**src/rtl/fecr_pkg.sv**
```systemverilog
// ----------------------------------------------------------------------------
// fecr_pkg: shared types and constants for the e-compass rotation matrix unit
// Shared-unit operation codes, register indexes and the sample width.
// ----------------------------------------------------------------------------
package fecr_pkg;

  localparam int ONE_Q14 = 16384;

  // input sample width; the datapath operand widths are sized for this value
  localparam int SAMPLE_BITS = 16;

  localparam logic [1:0] REG_ALPHA    = 2'd0;
  localparam logic [1:0] REG_FREEFALL = 2'd1;
  localparam logic [1:0] REG_FIELD    = 2'd2;

  // operation codes of the shared multiply/accumulate unit
  typedef enum logic [1:0] {
    MAC_LOAD = 2'd0,  // acc = a*b
    MAC_ADD  = 2'd1,  // acc += a*b
    MAC_SUB  = 2'd2   // acc -= a*b
  } mac_op_t;

  typedef struct packed {
    logic    en;
    mac_op_t op;
  } mac_ctrl_t;

endpackage

```
**src/rtl/fecr_mac.sv**
```systemverilog
// ----------------------------------------------------------------------------
// fecr_mac: shared multiply-accumulate unit
// One signed 34x34 product into a 72-bit accumulator per enabled cycle.
// ----------------------------------------------------------------------------
module fecr_mac import fecr_pkg::*; (
  input  logic                clk,
  input  mac_ctrl_t           ctrl,
  input  logic signed [33:0]  a,
  input  logic signed [33:0]  b,
  output logic signed [71:0]  acc
);

  logic signed [67:0] prod;

  always_ff @(posedge clk) begin
    prod <= a * b;
  end

  // product is registered; accumulate in the cycle after
  mac_ctrl_t ctrl_d;
  always_ff @(posedge clk) begin
    ctrl_d <= ctrl;
    if (ctrl_d.en) begin
      case (ctrl_d.op)
        MAC_LOAD: acc <= 72'(prod);
        MAC_ADD:  acc <= acc + 72'(prod);
        MAC_SUB:  acc <= acc - 72'(prod);
        default:  acc <= acc;
      endcase
    end
  end

endmodule

```
**config.mk**
```make
export PLATFORM = sky130hd
export DESIGN_NAME = fecr_mac
export DESIGN_NICKNAME = d
export VERILOG_FILES = /design/src/rtl/fecr_pkg.sv /design/src/rtl/fecr_mac.sv
export SDC_FILE = /design/constraint.sdc
export NUM_CORES = 2
export LEC_CHECK = 0
export ABC_AREA = 1
export BUFFER_PORTS_ARGS = -buffer_cell sky130_fd_sc_hd__buf_2
export CAP_MARGIN = 0
export CELL_PAD_IN_SITES_DETAIL_PLACEMENT = 0
export CELL_PAD_IN_SITES_GLOBAL_PLACEMENT = 1
export CORE_ASPECT_RATIO = 0.6
export CORE_MARGIN = 10
export CORE_UTILIZATION = 41
export DETAILED_ROUTE_END_ITERATION = 16
export PLACE_DENSITY = 0.72
export SYNTH_ARGS = -nofsm -noshare
export SYNTH_HDL_FRONTEND = slang
export SYNTH_SLANG_ARGS = --single-unit
```
**constraint.sdc**
```tcl
create_clock -name clk -period 10.45 [get_ports clk]
set_clock_uncertainty 0.2 [all_clocks]
set_input_delay 0.5225 -clock clk [delete_from_list [all_inputs] [get_ports clk]]
set_output_delay 0.5225 -clock clk [all_outputs]
set_load 0.05 [all_outputs]
```
-- After elaboration in Yosys (flattened, before gate mapping)
Cells that the tools add are included.
- register bits after elaboration: 143
- output and inout port bits: 72
- logic and storage cells: 13
- add/subtract/negate cells: 2
- multiply operators: 1
- eq/ne operators: 2
- multiplexer cells: 1
- reduce and logical (&&, ||, !) cells: 3
- operator list (operator ; count):
    $pmux 72 s3 ; 1
    $add 72x68->72 ; 1
    $sub 72x68->72 ; 1
    $mul 34x34->68 ; 1
    $reduce_bool 3->1 ; 1
    $eq 2x1->1 const B ; 1
    $eq 2x2->1 const B ; 1
    $logic_not 2->1 ; 1
    $reduce_and 2->1 ; 1

-- Longest topological paths before layout
- depth after elaboration: 3
- depth in mapped cells: 33
- mapped depth without buffers: 31

-- Least setup slack after synthesis
Ideal clock, no wire load.
- path type: input port to flip-flop
- start point: input a[33]
- end point: register prod[67]
- arrival time: 7461 ps
- required time: 10138 ps
- path slack: 2677 ps
- cell stages on the path: 24
- path through: clkbuf_1 > clkbuf_1 > nand2_1 > inv_1 > fa_1 > fa_1 > fa_1 > inv_1 > fa_1 > inv_1 > fa_1 > fa_1 > fa_1 > fa_1 > ha_1 > nand2_1 > nor2_1 > inv_1 > nor2_1 > inv_1 > nor4_1 > a21oi_1 > nand2_1 > nand2_1
- cells in the longest elaborated chain, start to end: 1
- RTL lines (item ; line ; text):
    from (decl) ; fecr_mac.sv:8 ; input logic signed [33:0] a,
    $mul 34x34->68 ; fecr_mac.sv:16 ; prod <= a * b;
    to (signal assigned) ; fecr_mac.sv:16 ;
    to (decl) ; fecr_mac.sv:13 ; logic signed [67:0] prod;
No other way between the ends.
A chain may end at the register's enable or synchronous reset.

-- Worst setup path in the final report
- start point: input b[1]
- end point: register prod[61]
- cells in the longest elaborated chain, start to end: 1
- RTL lines (item ; line ; text):
    from (decl) ; fecr_mac.sv:9 ; input logic signed [33:0] b,
    $mul 34x34->68 ; fecr_mac.sv:16 ;
No other way between the ends.

==> run summary <==
Status - finished with violations
Failing checks - capacitance limit, slew limit
Via count - 48150
Vias in the first global route - 48820
Setup TNS - 0 ns
Worst r2r src - prod[0]
Number of synthesis warnings - 0
Core area - 137200 um^2
Finished Cell Area - 59730 um^2
RSZ-0062 raised after global routing - false
H-tree depth - 4
Ys async rst share - 0%
Setup crit end kind - flip-flop
Synth Flop Type - edfxtp_1
Root buffer cell - clkbuf_16
Crit path from - b[1]
Final Net Count - 9229
Critical-path maximum fanout - 34
First-pass GRT wire length - 320400 um
Layout cells sized above 1 - 3.987%
Final hold vios - 0
Crit path DAT - 8.90 ns
Synth Net Count - 9310
TritonCTS Buffers - 17
Area Overhead vs Synth - 5.118%
Period utilization - 83.45%
Worst min path class - flip-flop to flip-flop
Non-filler instance count after layout - 9480
Dpl cells - 9434
CP Class - input pin to flip-flop
Min Clock Period, post-route - 8.721 ns
Fill count - 14350
Post-DP HPWL - 181600 um
Final Slew Violations - 3
Tightest Pin Transition - 1.646 ns
R2R Path End - acc[66]
# DRC - 0
Sequential share of the synthesized area - 6.307%
Routed len/inst - 22.38 um
CP Data Required Time - 10.63 ns
Post-synth cell types - 51
Worst Setup Start Kind - input pin
Max-cap viol count - 1
Initial antenna violation count - 12
Initial DRC count - 4801
Routed WL - 212100 um
FF-to-FF path depth - 21
Mapped Area - 56820 um^2
Register-to-register setup slack - 3.23 ns
DR pass1 iterations - 6
Post-CTS Setup Inserts - 0
Port Buf Inserts - 143
Die Ht - 308.4 um
Slew headroom - -10.86%
Die X - 500.6 um
Clk_lat worst skew - 0.50 ns
Fmax - 114.7 MHz
Row count - 105
CTS tree - built
Worst-path clk slew - 0.09 ns
Post-route ant nets - 0
Syn_area_per_cell - 7.362 um^2
End of the critical path - prod[61]
Gpl congestion - 1.133
Post-DP Area - 59080 um^2
Via-to-Cell Ratio - 5.079
Num Clock Sinks - 143
Post-synth EDFFs - 72
Initial Util - 41.43%
Pin count of the biggest net entering global routing - 58
Deepest clock path buffer count - 2
Grt ovf - 0
Count of state elements after synthesis - 143
GRT Overall Usage - 27.76%
Die area - 154400 um^2
Setup-failing EPs final - 0
Mapped Cells - 7718
Io pins - 144
## repair_timing
item	4_1_cts	5_1_grt
hold endpoints to repair	3	0
hold buffers	3	0
resized for setup	0	0
## layer usage
metal	share of wire [%]	global-route usage [%]	up-vias
met5	0.026	0	-
met4	1.0	3.374	4
met3	14	11.11	132
met2	37	36.04	2237
met1	48	43.32	24050
li1	-	-	21720
## registers in the layout, indices dropped and copies added (netlist names)
| signal | cells |
|---|---|
| acc | 72 |
| prod | 68 |
| ctrl_d | 3 |
## final cells by class
class	instances	area [um^2]	share of cell area, %
antenna	11	27.53	0.04609
clock buffer	25	518.0	0.8673
clock inverter	7	75.07	0.1257
inverter	2277	8547	14.31
multi-input combinational	5004	43590	72.99
sequential	143	3583	6.000
tap	1819	2276	3.811
timing repair buffer	194	1106	1.852
## kinds of logic after synthesis
logic type | Yosys count | synth area share, %
AO/OA/AOI/OAI | 404 | 3.867
XOR/XNOR | 126 | 1.955
adder cells (fa/ha/maj) | 1520 | 49.88
buffers and inverters | 2571 | 16.99
flip-flops | 143 | 6.307
AND/OR/NAND/NOR | 2954 | 21.00
## metrics by stage
step                      utilization [%]  setup slack [ns]  hold WS [ns]
after floorplan                         -             2.677        0.3153
after global placement              43.07             1.201        0.4075
after detailed placement            43.07             1.186        0.4153
after CTS                           43.53             1.670        0.4075
after global routing                43.54             1.110        0.4431
final                               43.55             1.729        0.4041
## worst max-delay path, stage by stage
cell and delay, ns:
buf_2 0.68, nand2_1 0.21, inv_1 0.18, fa_1 0.50, fa_1 0.56, fa_1 0.99, inv_1 0.17, fa_1 0.63
inv_1 0.60, fa_1 0.57, fa_1 0.58, fa_1 0.44, fa_1 0.45, ha_1 0.38, a21oi_1 0.21, a21boi_0 0.44
a21boi_0 0.28, o21ai_0 0.13, a21oi_1 0.17, nand2_1 0.07, nand2_1 0.06, nand2_1 0.05
## worst min-delay path by stage
stage	start	endpoint	depth (start not counted)
after floorplan	prod[58]	acc[58]	2
after CTS	prod[26]	acc[26]	2
after detailed placement	prod[40]	acc[40]	2
final	prod[30]	acc[30]	2
after global routing	prod[26]	acc[26]	2
after global placement	prod[40]	acc[40]	2
## synthesized netlist by cell type, types with 3 or more instances
cell,count,share of area (%)
buf_1,8,0.053
nor2_2,12,0.13
or2_1,6,0.066
edfxtp_1,72,3.8
inv_1,2258,15
o211ai_1,4,0.053
nand3_2,4,0.070
nor2_4,4,0.079
a21o_1,8,0.11
xor2_1,93,1.4
nand2_1,2152,14
nand4_1,54,0.59
o21ai_1,11,0.097
nor2_1,404,2.7
nand2_2,6,0.066
inv_2,17,0.11
clkbuf_1,285,1.9
and2_1,6,0.066
ha_1,278,6.1
o21ai_0,142,1.3
xnor2_1,32,0.49
a21boi_0,8,0.11
or2_2,22,0.24
nand3b_1,23,0.30
nand3_1,200,1.8
a21oi_1,184,1.6
o21ai_2,5,0.077
nand2_4,3,0.059
nor4_1,11,0.12
a31oi_1,3,0.033
dfxtp_1,71,2.5
o21bai_1,31,0.41
fa_1,1242,44
nor3_1,34,0.30
## cells in the final DEF (no fill, tap or decap), types with 32 or more instances in the layout
cell	n
nor2_1	403
xnor2_1	32
o21ai_0	142
nand4_1	54
a21oi_1	184
ha_1	276
buf_2	143
dfxtp_1	71
edfxtp_1	72
fa_1	1242
nand3_1	200
nor3_1	34
xor2_1	93
nand2_1	2152
inv_1	2258
buf_4	48
Power is left out: the tool's default activity adds up to more than one toggle a clock period on the data nets, which glitch-free logic cannot reach.
