### src/rtl/fecr_div.sv
// ----------------------------------------------------------------------------
// fecr_div: shared radix-2 unsigned divider and square root
// Restoring division or digit-by-digit root, one result bit per cycle.
// ----------------------------------------------------------------------------
module fecr_div (
  input  logic        clk,
  input  logic        rst,
  input  logic        start,
  input  logic        sqrt_mode,
  input  logic [63:0] num,
  input  logic [63:0] den,
  output logic        busy,
  output logic [63:0] res
);

  logic [63:0]  rem;
  logic [63:0]  val;
  logic [63:0]  bitv;
  logic [63:0]  dv;
  logic         mode;
  logic [6:0]   cnt;
  logic [127:0] shl;

  always_comb begin
    shl = {64'd0, rem} << 1;
    shl[0] = val[63];
  end

  always_ff @(posedge clk) begin
    if (rst) begin
      busy <= 1'b0;
    end else if (start) begin
      busy <= 1'b1;
      mode <= sqrt_mode;
      cnt  <= sqrt_mode ? 7'd32 : 7'd64;
      rem  <= sqrt_mode ? num : 64'd0;
      val  <= num;
      dv   <= den;
      res  <= 64'd0;
      bitv <= 64'h4000_0000_0000_0000;
    end else if (busy) begin
      cnt <= cnt - 7'd1;
      if (cnt == 7'd1) busy <= 1'b0;
      if (mode) begin
        if (rem >= res + bitv) begin
          rem <= rem - (res + bitv);
          res <= (res >> 1) + bitv;
        end else begin
          res <= res >> 1;
        end
        bitv <= bitv >> 2;
      end else begin
        val <= val << 1;
        if (shl >= {64'd0, dv}) begin
          rem <= 64'(shl - {64'd0, dv});
          res <= {res[62:0], 1'b1};
        end else begin
          rem <= shl[63:0];
          res <= {res[62:0], 1'b0};
        end
      end
    end
  end

endmodule

### config.mk
export PLATFORM = sky130hd
export DESIGN_NAME = fecr_div
export DESIGN_NICKNAME = d
export VERILOG_FILES = /design/src/rtl/fecr_div.sv
export SDC_FILE = /design/constraint.sdc
export NUM_CORES = 1
export LEC_CHECK = 0
export CAP_MARGIN = 40
export CORE_MARGIN = 5
export CORE_UTILIZATION = 35
export DETAILED_ROUTE_END_ITERATION = 12
export DONT_BUFFER_PORTS = 1
export PLACE_DENSITY = 0.56
export SETUP_SLACK_MARGIN = 0.15
export SKIP_CTS_REPAIR_TIMING = 1
export SLEW_MARGIN = 20
export SYNTH_ARGS = -nofsm -noshare
export SYNTH_HDL_FRONTEND = slang
export SYNTH_SLANG_ARGS = --single-unit
### constraint.sdc
create_clock -name clk -period 9.7 [get_ports clk]
set_input_delay 0.97 -clock clk [delete_from_list [all_inputs] [get_ports clk]]
set_output_delay 0.97 -clock clk [all_outputs]
set_load 0.01 [all_outputs]
After elaboration in Yosys (flattened, before gate mapping)
Index checks and enable logic that the tools add are counted.
{"block": "op_classes", "add_sub_neg": 5, "bitwise": 1, "n_eq_ne": 3, "magnitude_cmp": 2, "reduce_logical": 7, "mux": 21}
{"op": "2-to-1 mux 64 bit", "count": 14}
{"op": "subtractor 64 bit", "count": 2}
{"op": ">= comparator 65 x 64 -> 1 bit", "count": 1}
{"op": "adder 63 x 64 -> 64 bit", "count": 1}
{"op": "adder 64 bit", "count": 1}
{"op": ">= comparator 64 bit", "count": 1}
{"op": "2-to-1 mux 7 bit", "count": 3}
{"op": "AND reduction 3 bit", "count": 3}
{"op": "== test 7 x 1 -> 1 bit, second input constant", "count": 1}
{"op": "subtractor 7 x 1 -> 7 bit, second input constant", "count": 1}
{"op": "2-to-1 mux 1 bit", "count": 4}
{"op": "AND reduction 2 bit", "count": 2}
{"op": "nonzero test 2 bit", "count": 2}
{"op": "!= test 3 x 2 -> 1 bit, second input constant", "count": 1}
{"op": "!= test 2 bit, second input constant", "count": 1}
{"op": "NOT 1 bit", "count": 1}
{"block": "totals", "regBits": 329, "word_cells": 47, "out_inout_bits": 65, "in_bits": 132}

Longest topological paths before layout
Gate-level depths: netlist (run 1).
{"block": "logic_depth", "depth_word": 6, "mapped_depth": 28, "ltp_nobuf": 25}

Least setup slack after synthesis (run 1)
No wires, ideal clock.
{"block": "synth_path", "kind": "reg2reg", "from": "register res[2]", "to": "register rem[0] (enable)", "required_ps": 9193, "t_arrival_ps": 8252, "path_stages_with_launch": 25, "path_slack_ps": 941, "synth_period_minus_slack_ps": 8759, "cell_sequence": "edfxtp_1 -> ha_1 -> a21oi_1 -> o21bai_1 -> a31o_2 -> nand4_1 -> a311oi_1 -> a21oi_1 -> or4_1 -> a21oi_1 -> o21bai_1 -> a2111oi_0 -> and4b_1 -> ha_1 -> nand2_1 -> nor2_1 -> a21oi_1 -> nor2b_1 -> a31o_2 -> a211o_1 -> and3b_1 -> clkbuf_1 -> buf_2 -> buf_2 -> a21oi_1"}
{"block": "synth_between", "elab_chain_cells": 4}
{"element": "from (decl)", "line_no": "13", "source": "output logic [63:0] res"}
{"element": "from (signal assigned)", "line_no": "47", "source": "res <= (res >> 1) + bitv;"}
{"element": "from (signal assigned)", "line_no": "49", "source": "res <= res >> 1;"}
{"element": "from (signal assigned)", "line_no": "56", "source": "res <= {res[62:0], 1'b1};"}
{"element": "adder 64 bit", "line_no": "45", "source": "if (rem >= res + bitv) begin"}
{"element": ">= comparator 64 bit", "line_no": "45"}
{"element": "!= test 3 x 2 -> 1 bit (no line)"}
{"element": "AND reduction 3 bit (no line)"}
{"element": "to (signal assigned)", "line_no": "46", "source": "rem <= rem - (res + bitv);"}
{"element": "to (signal assigned)", "line_no": "55", "source": "rem <= 64'(shl - {64'd0, dv});"}
{"element": "to (signal assigned)", "line_no": "58", "source": "rem <= shl[63:0];"}
{"element": "to (decl)", "line_no": "16", "source": "logic [63:0] rem;"}
No other way between the ends.
A chain may end at the register's enable or synchronous reset.

Worst setup path after layout (run 1)
{"block": "layout_path", "from": "register res[10]", "to": "register rem[62] (data pin)"}
{"block": "layout_between", "elab_chain_cells": 6}
{"element": "adder 64 bit", "line_no": "46"}
{"element": "subtractor 64 bit", "line_no": "46"}
{"element": "2-to-1 mux 64 bit", "line_no": "45"}
{"element": "2-to-1 mux 64 bit", "line_no": "44", "source": "if (mode) begin"}
{"element": "2-to-1 mux 64 bit", "line_no": "41", "source": "end else if (busy) begin"}
{"element": "2-to-1 mux 64 bit", "line_no": "32", "source": "end else if (start) begin"}
{"element": "to (signal assigned)", "line_no": "36", "source": "rem <= sqrt_mode ? num : 64'd0;"}
{"element": "to (signal assigned)", "line_no": "46"}
{"element": "to (signal assigned)", "line_no": "55"}
No other way between the ends. The select of a mux whose other input is x is not followed.

==> metrics.md, run 1 <==
| Metric | Value |
|---|---|
| Fmax | 132 MHz |
| Port bufs | 0 |
| Sequential fraction of the synthesis area | 0.356 |
| Total of max-cap violations | 0 |
| Crit path max-delay family | compound AO/OA/AOI/OAI gates |
| Max Slew Vio Count | 0 |
| Remaining global-route overflow | 0 |
| Synthesis Warnings | 0 |
| Skew final | 0.0183 ns |
| Primary FF master, synth | edfxtp_1 |
| Crit path DAT | 7.89 ns |
| Critical path buffers and inverters | 0 |
| Fillers | 7047 |
| Power, Total | 5.14 mW |
| Placed Instance Area | 25900 sq um |
| Vias in the first global route | 20700 |
| Final net count | 3070 |
| Std cell rows | 98 |
| # DRC | 0 |
| Critical path startpoint category | flip-flop |
| Ratio of cells with drive above 1 in the final layout | 0.0715 |
| Synth Instances | 2820 |
| Worst Hold Launch | den[2] |
| Most common cell in the synthesized netlist | nand2_1 |
| Crit path max-delay cell type | o31ai_1 |
| Synth top cells by count | nand2_1, edfxtp_1, a21oi_1, nor2_1, o21ai_0 |
| Min cycle time layout | 7.56 ns |
| Htree depth | 2 |
| Post-DP HPWL | 64500 microns |
| Avg WL per Cell | 22.9 microns |
| CTS sink cnt | 297 |
| FFs w/ async S/R, synth | 0 |
| Core area | 71200 sq um |
| Synthesis-stage register bit count | 297 |
| CP Data Required Time | 10.03 ns |
| Worst Max-Slew Pin Slew | 0.848 ns |
| Crit path capture type | flip-flop |
| Num CTS Buffers | 38 |
| Crit path cell chain | ha_1 > nand2_1 > nor2_1 > nand3_1 > o31ai_1 > nor2b_1 > nor2_1 > o21ba_2 > o21ai_0 > a21oi_1 > o21bai_1 > xnor2_1 > ha_1 > a21o_1 > a211o_1 > a2111oi_0 > nor2_1 > o2111ai_1 > o31ai_1 > a221oi_1 > o21ai_0 > nor4_1 > a41oi_1 > a32o_1 |
| Drt pass-1 iters | 7 |
| Kind of critical path | reg -> reg |
| Critical Path Start | res[10] |
| Hold Path End | dv[2] |
| Reg2Reg Depth | 24 |
| Worst skew pair latency | 0.58 ns |
| Setup TNS | 0 ns |
| Crit path top cell by count | nor2_1 |
| R2R Setup Slk | 2.14 ns |
| Clock-pin slew on the worst setup and hold paths | 0.06 ns |
| DRT antenna net count | 0 |
| Largest net degree at the start of global routing | 179 |
| Chip height | 278 microns |
| Fin crit share | 0.780 |
| Syn Nets | 3150 |
| Max rail drop VDD | 0.119 mV |
| Worst Hold Class | in -> reg |
| RR Endpoint | rem[62] |
| RSZ-0062 raised after global routing | no |
| P_leak | 10.2 nW |
| Setup violators final | 0 |
| Overall routing resource usage | 0.211 |
| DR iter-0 viols | 2177 |
| Vias per inst | 5.86 |
| Run status | completed |
| Hold Vio Cnt, Final | 0 |
| Starting Density | 0.352 |
| Initial antenna violation count | 1 |
| Root buffer cell | clkbuf_16 |
| Dominant cell type by area after synthesis | edfxtp_1 |
| Worst stage delay on the critical path | 0.63 ns |
| Vias post-DR | 21800 |
| Hold path depth | 0 |
| Power per cell area | 190 nW/um^2 |
| Clock Path Buffers | 3 |
| First-pass GRT wire length | 129000 microns |
| Mapped Area | 25100 sq um |
| Die area | 77000 sq um |
| Top post-synthesis cells by area | edfxtp_1, ha_1, a21oi_1 |
| Layout area overhead | 8.20% |
| Final Instance Area | 27100 sq um |
| Final wirelength | 85300 microns |
| TritonCTS clock tree | done |
| Cell variety after synth | 74 |
| Final core utilization | 0.381 |
| Share of the synthesized area in the top cell type | 0.355 |
| Count of flip-flops with a built-in enable after synthesis | 296 |
| Max Fanout on Critical Path | 8 |
| Syn Area/Cell | 8.88 sq um |
| Slew HR | 0.434 |
| Final hold slack | 0.487 ns |
| Die boundary width | 278 microns |
| Reg-to-Reg Start | res[10] |
| Gpl congestion | 0.914 |
| I/O pins | 197 |
-- where the power goes --
part           total [mW]  leakage, nW  internal [mW]  switching, mW
logic                2.06         6.76          0.790           1.27
clock network        1.35        0.549          0.744          0.610
registers            1.72         2.84           1.57          0.159
-- sequential cells by signal, summed over array words and instances, names as in the netlist --
| name | count |
|---|---|
| dv | 64 |
| rem | 64 |
| res | 64 |
| val | 64 |
| bitv | 32 |
| cnt | 7 |
| busy | 1 |
| mode | 1 |
-- stage by stage --
stage,instances,setup slack (ns)
after global routing,3720,1.70
final,3720,2.14
after floorplan,2820,0.941
after global placement,3644,2.20
after detailed placement,3650,2.24
after CTS,3718,2.20
-- worst reg2reg max path, delay by kind of cell (launching register included) --
family                     cells  cell delay (ns)
xor gates and xnor gates       1             0.10
AOI/OAI and AO/OA             14             4.53
and+or+nand+nor                7             1.28
DFF                            1             0.58
adders and majority gates      2             0.84
-- how the worst max path moves through the flow --
stage | cells after the start | endpoint | slack, ns
2_1_floorplan | 24 | rem[0] | 0.94
3_3_place_gp | 22 | rem[56] | 2.20
3_5_place_dp | 23 | rem[56] | 2.24
4_1_cts | 24 | rem[62] | 2.20
5_1_grt | 24 | rem[62] | 1.70
6_report | 24 | rem[62] | 2.14
-- cell type report --
class	count	area, sq um	area share
antenna	2	5.00	0.000185
clock inverter	25	168	0.00618
multi-input combinational	2267	15200	0.561
inverter	113	424	0.0156
timing repair buffer	23	214	0.00789
sequential	297	8910	0.329
tap	950	1190	0.0438
clock buffer	43	991	0.0366
-- cell families after synthesis --
logic type / Yosys count / synth area share
AO/OA/AOI/OAI: 906 / 0.231
AND/OR/NAND/NOR: 839 / 0.154
flip-flops: 297 / 0.356
buffers and inverters: 256 / 0.0389
XOR/XNOR: 234 / 0.0818
adder cells (fa/ha/maj): 198 / 0.0995
multiplexers: 90 / 0.0395
-- metal layers --
layer  track usage  wire length [microns]  vias up
met5             0                      0        -
met4        0.0463                   1700        0
met3        0.0417                   6040       83
met2         0.323                  37300      724
met1         0.311                  40300    10600
li1              -                      -    10300
-- layout by cell type (no fill, tap or decap), types with 11 or more instances in the layout --
cell type / instances
nand2_1: 301
edfxtp_1: 296
a21oi_1: 238
nor2_1: 232
o21ai_0: 214
ha_1: 196
xnor2_1: 125
inv_1: 112
xor2_1: 109
a21o_1: 85
mux2_2: 70
a31oi_1: 60
a211oi_1: 55
nor2b_1: 54
nand4_1: 48
o21bai_1: 39
nand3_1: 39
nor3_1: 39
clkbuf_16: 39
o31ai_1: 23
mux2i_1: 20
buf_4: 19
a31o_2: 18
or3_1: 18
nand2b_1: 17
o21a_1: 15
and2_1: 14
and3_1: 14
or2_2: 13
a22oi_1: 13
a21boi_0: 12
o22ai_1: 12
nor4_1: 12
a221oi_1: 12
o211ai_1: 11
Note: power is estimated with default switching activity, not from simulation.
==> inputs of run 2 (changes only) <==
- ABC_AREA: default -> 1
- clock period: 9.7 -> 7.2 ns (I/O delays scaled with it)
==> metrics.md, run 2 <==
| Metric | Value |
|---|---|
| Starting Density | 0.351 |
| Htree depth | 2 |
| Dpl ws | 1.66 ns |
| Seq. cell area | 8910 sq um |
| Count of flip-flops with a built-in enable after synthesis | 296 |
| Commonest non-fill, non-tap cell in the layout | nand2_1 |
| Sequential fraction of the synthesis area | 0.278 |
| M1 wire length | 57300 microns |
| Most frequent cells in the layout | nand2_1, inv_1, nor2_1 |
| Layout area overhead | 8.22% |
| Chip height | 312 microns |
| Fin crit share | 0.773 |
| Num CTS Buffers | 40 |
| Worst Max-Slew Pin Slew | 0.802 ns |
| Fillers | 10200 |
| Fmax | 180 MHz |
| Die boundary width | 312 microns |
| Overall routing resource usage | 0.266 |
| Metal3 WL | 7030 microns |
| Post-DP HPWL | 112000 microns |
| Gpl congestion | 0.967 |
| Std cell rows | 111 |
| Crit path capture type | flip-flop |
| Vias post-DR | 33000 |
| Share of the synthesized area in the top cell type | 0.278 |
| DR top layer | met4 |
| Dominant cell type by area after synthesis | edfxtp_1 |
| Drt pass-1 iters | 8 |
| Synth Instances | 5271 |
| Total of max-cap violations | 0 |
| I/O pins | 197 |
| Most common cell in the synthesized netlist | nand2_1 |
| Multi-input gate area | 19300 sq um |
| Max rail drop VDD | 0.182 mV |
| Ratio of cells with drive above 1 in the final layout | 0.0296 |
| P_leak | 17.0 nW |
| Min cycle time layout | 5.57 ns |
| Vias in the first global route | 32300 |
| Setup violators final | 0 |
| Vias per inst | 5.11 |
| Port bufs | 0 |
| Skew final | 0.0278 ns |
| Avg WL per Cell | 20.9 microns |
| Final wirelength | 135000 microns |
| Initial antenna violation count | 2 |
| Remaining global-route overflow | 0 |
| Worst Hold Class | in -> reg |
| Setup TNS | 0 ns |
| FFs w/ async S/R, synth | 0 |
| Core area | 91200 sq um |
| Synthesis-stage register bit count | 297 |
| Primary FF master, synth | edfxtp_1 |
| Final core utilization | 0.380 |
| Clock-pin slew on the worst setup and hold paths | 0.07 ns |
| Placed Instance Area | 33300 sq um |
| Hold Vio Cnt, Final | 0 |
| RSZ-0062 raised after global routing | no |
| Mapped Area | 32000 sq um |
| Final worst slack | 1.63 ns |
| Largest net degree at the start of global routing | 109 |
| Kind of critical path | reg -> reg |
| Die area | 97600 sq um |
| Syn Area/Cell | 6.07 sq um |
| Critical path startpoint category | flip-flop |
| Placed instance count | 6389 |
| Clock Path Buffers | 3 |
| Worst skew pair latency | 0.61 ns |
| Max Fanout on Critical Path | 68 |
| CP Data Required Time | 7.56 ns |
| Crit path DAT | 5.92 ns |
| Root buffer cell | clkbuf_16 |
| First-pass GRT wire length | 197000 microns |
| Met2 wire length | 63500 microns |
| Max Slew Vio Count | 0 |
| Synth top cells by count | nand2_1, inv_1, nor2_1, nand3_1, edfxtp_1 |
| Cell variety after synth | 59 |
| DRT antenna net count | 0 |
| Run status | completed |
| DR iter-0 viols | 2619 |
| Power, Total | 7.63 mW |
| TritonCTS clock tree | done |
| Slew HR | 0.465 |
| Syn Nets | 5601 |
| Power per cell area | 220 nW/um^2 |
| # DRC | 0 |
| Synthesis Warnings | 0 |
| Final net count | 5576 |
| Post-route insts no fill | 6462 |
| CTS sink cnt | 297 |
| Final hold slack | 0.200 ns |
| Final Instance Area | 34600 sq um |
| Top post-synthesis cells by area | edfxtp_1, nand2_1, inv_1 |
run 2: power breakdown:
group | switching [mW] | internal [mW] | leakage, nW | total, mW
Clock | 0.858 | 1.19 | 0.628 | 2.04
Sequential | 0.235 | 2.10 | 2.84 | 2.33
Combinational | 2.26 | 0.986 | 13.5 | 3.25
Total | 3.35 | 4.27 | 17.0 | 7.63
run 2: metal layers:
metal / up-vias / track usage
li1: 16700 / -
met1: 15200 / 0.332
met2: 933 / 0.459
met5: - / 0
met4: 0 / 0.118
met3: 256 / 0.0350
run 2: logic make-up after synthesis:
group,after synthesis,synth area share
adders and majority gates,198,0.0779
AOI/OAI and AO/OA,559,0.0961
and+or+nand+nor,3082,0.392
DFF,297,0.278
buffers and inverters,1012,0.122
xor gates and xnor gates,123,0.0337
run 2: path summary, 6_finish.rpt:
check        startpoint       to  slack, ns  cells after the start
max reg2reg     res[18]  res[17]       1.63                     22
max             res[18]  res[17]       1.63                     22
min reg2reg     val[27]  val[28]       0.50                      2
min             den[29]   dv[29]       0.20                      0
run 2: layout make-up:
class                           instances  share of cell area
Multi-Input combinational cell       3962               0.556
Sequential cell                       297               0.257
Inverter                              923               0.100
Tap cell                             1186              0.0428
Clock buffer                           45              0.0301
Clock inverter                         26             0.00715
Timing Repair Buffer                   22             0.00686
Antenna cell                            1           0.0000722
run 2: worst max-delay path, cell delays in order, from the launching register on:
cell and delay, ns:
edfxtp_1 0.61, ha_1 0.45, nand2_1 0.13, o21ai_0 0.45, nand2_1 0.15, o21ai_0 0.15, o21bai_2 0.18, nand2_1 0.10
o21bai_1 0.40, xnor2_1 0.27, ha_1 0.44, nand2_1 0.12, nor2_1 0.10, inv_1 0.08, nor2_1 0.20, nand2_1 0.11
nor2_1 0.12, nand2_1 0.07, nand2_2 0.21, buf_4 0.62, nand3_1 0.15, nand3_1 0.12, nand2_1 0.06
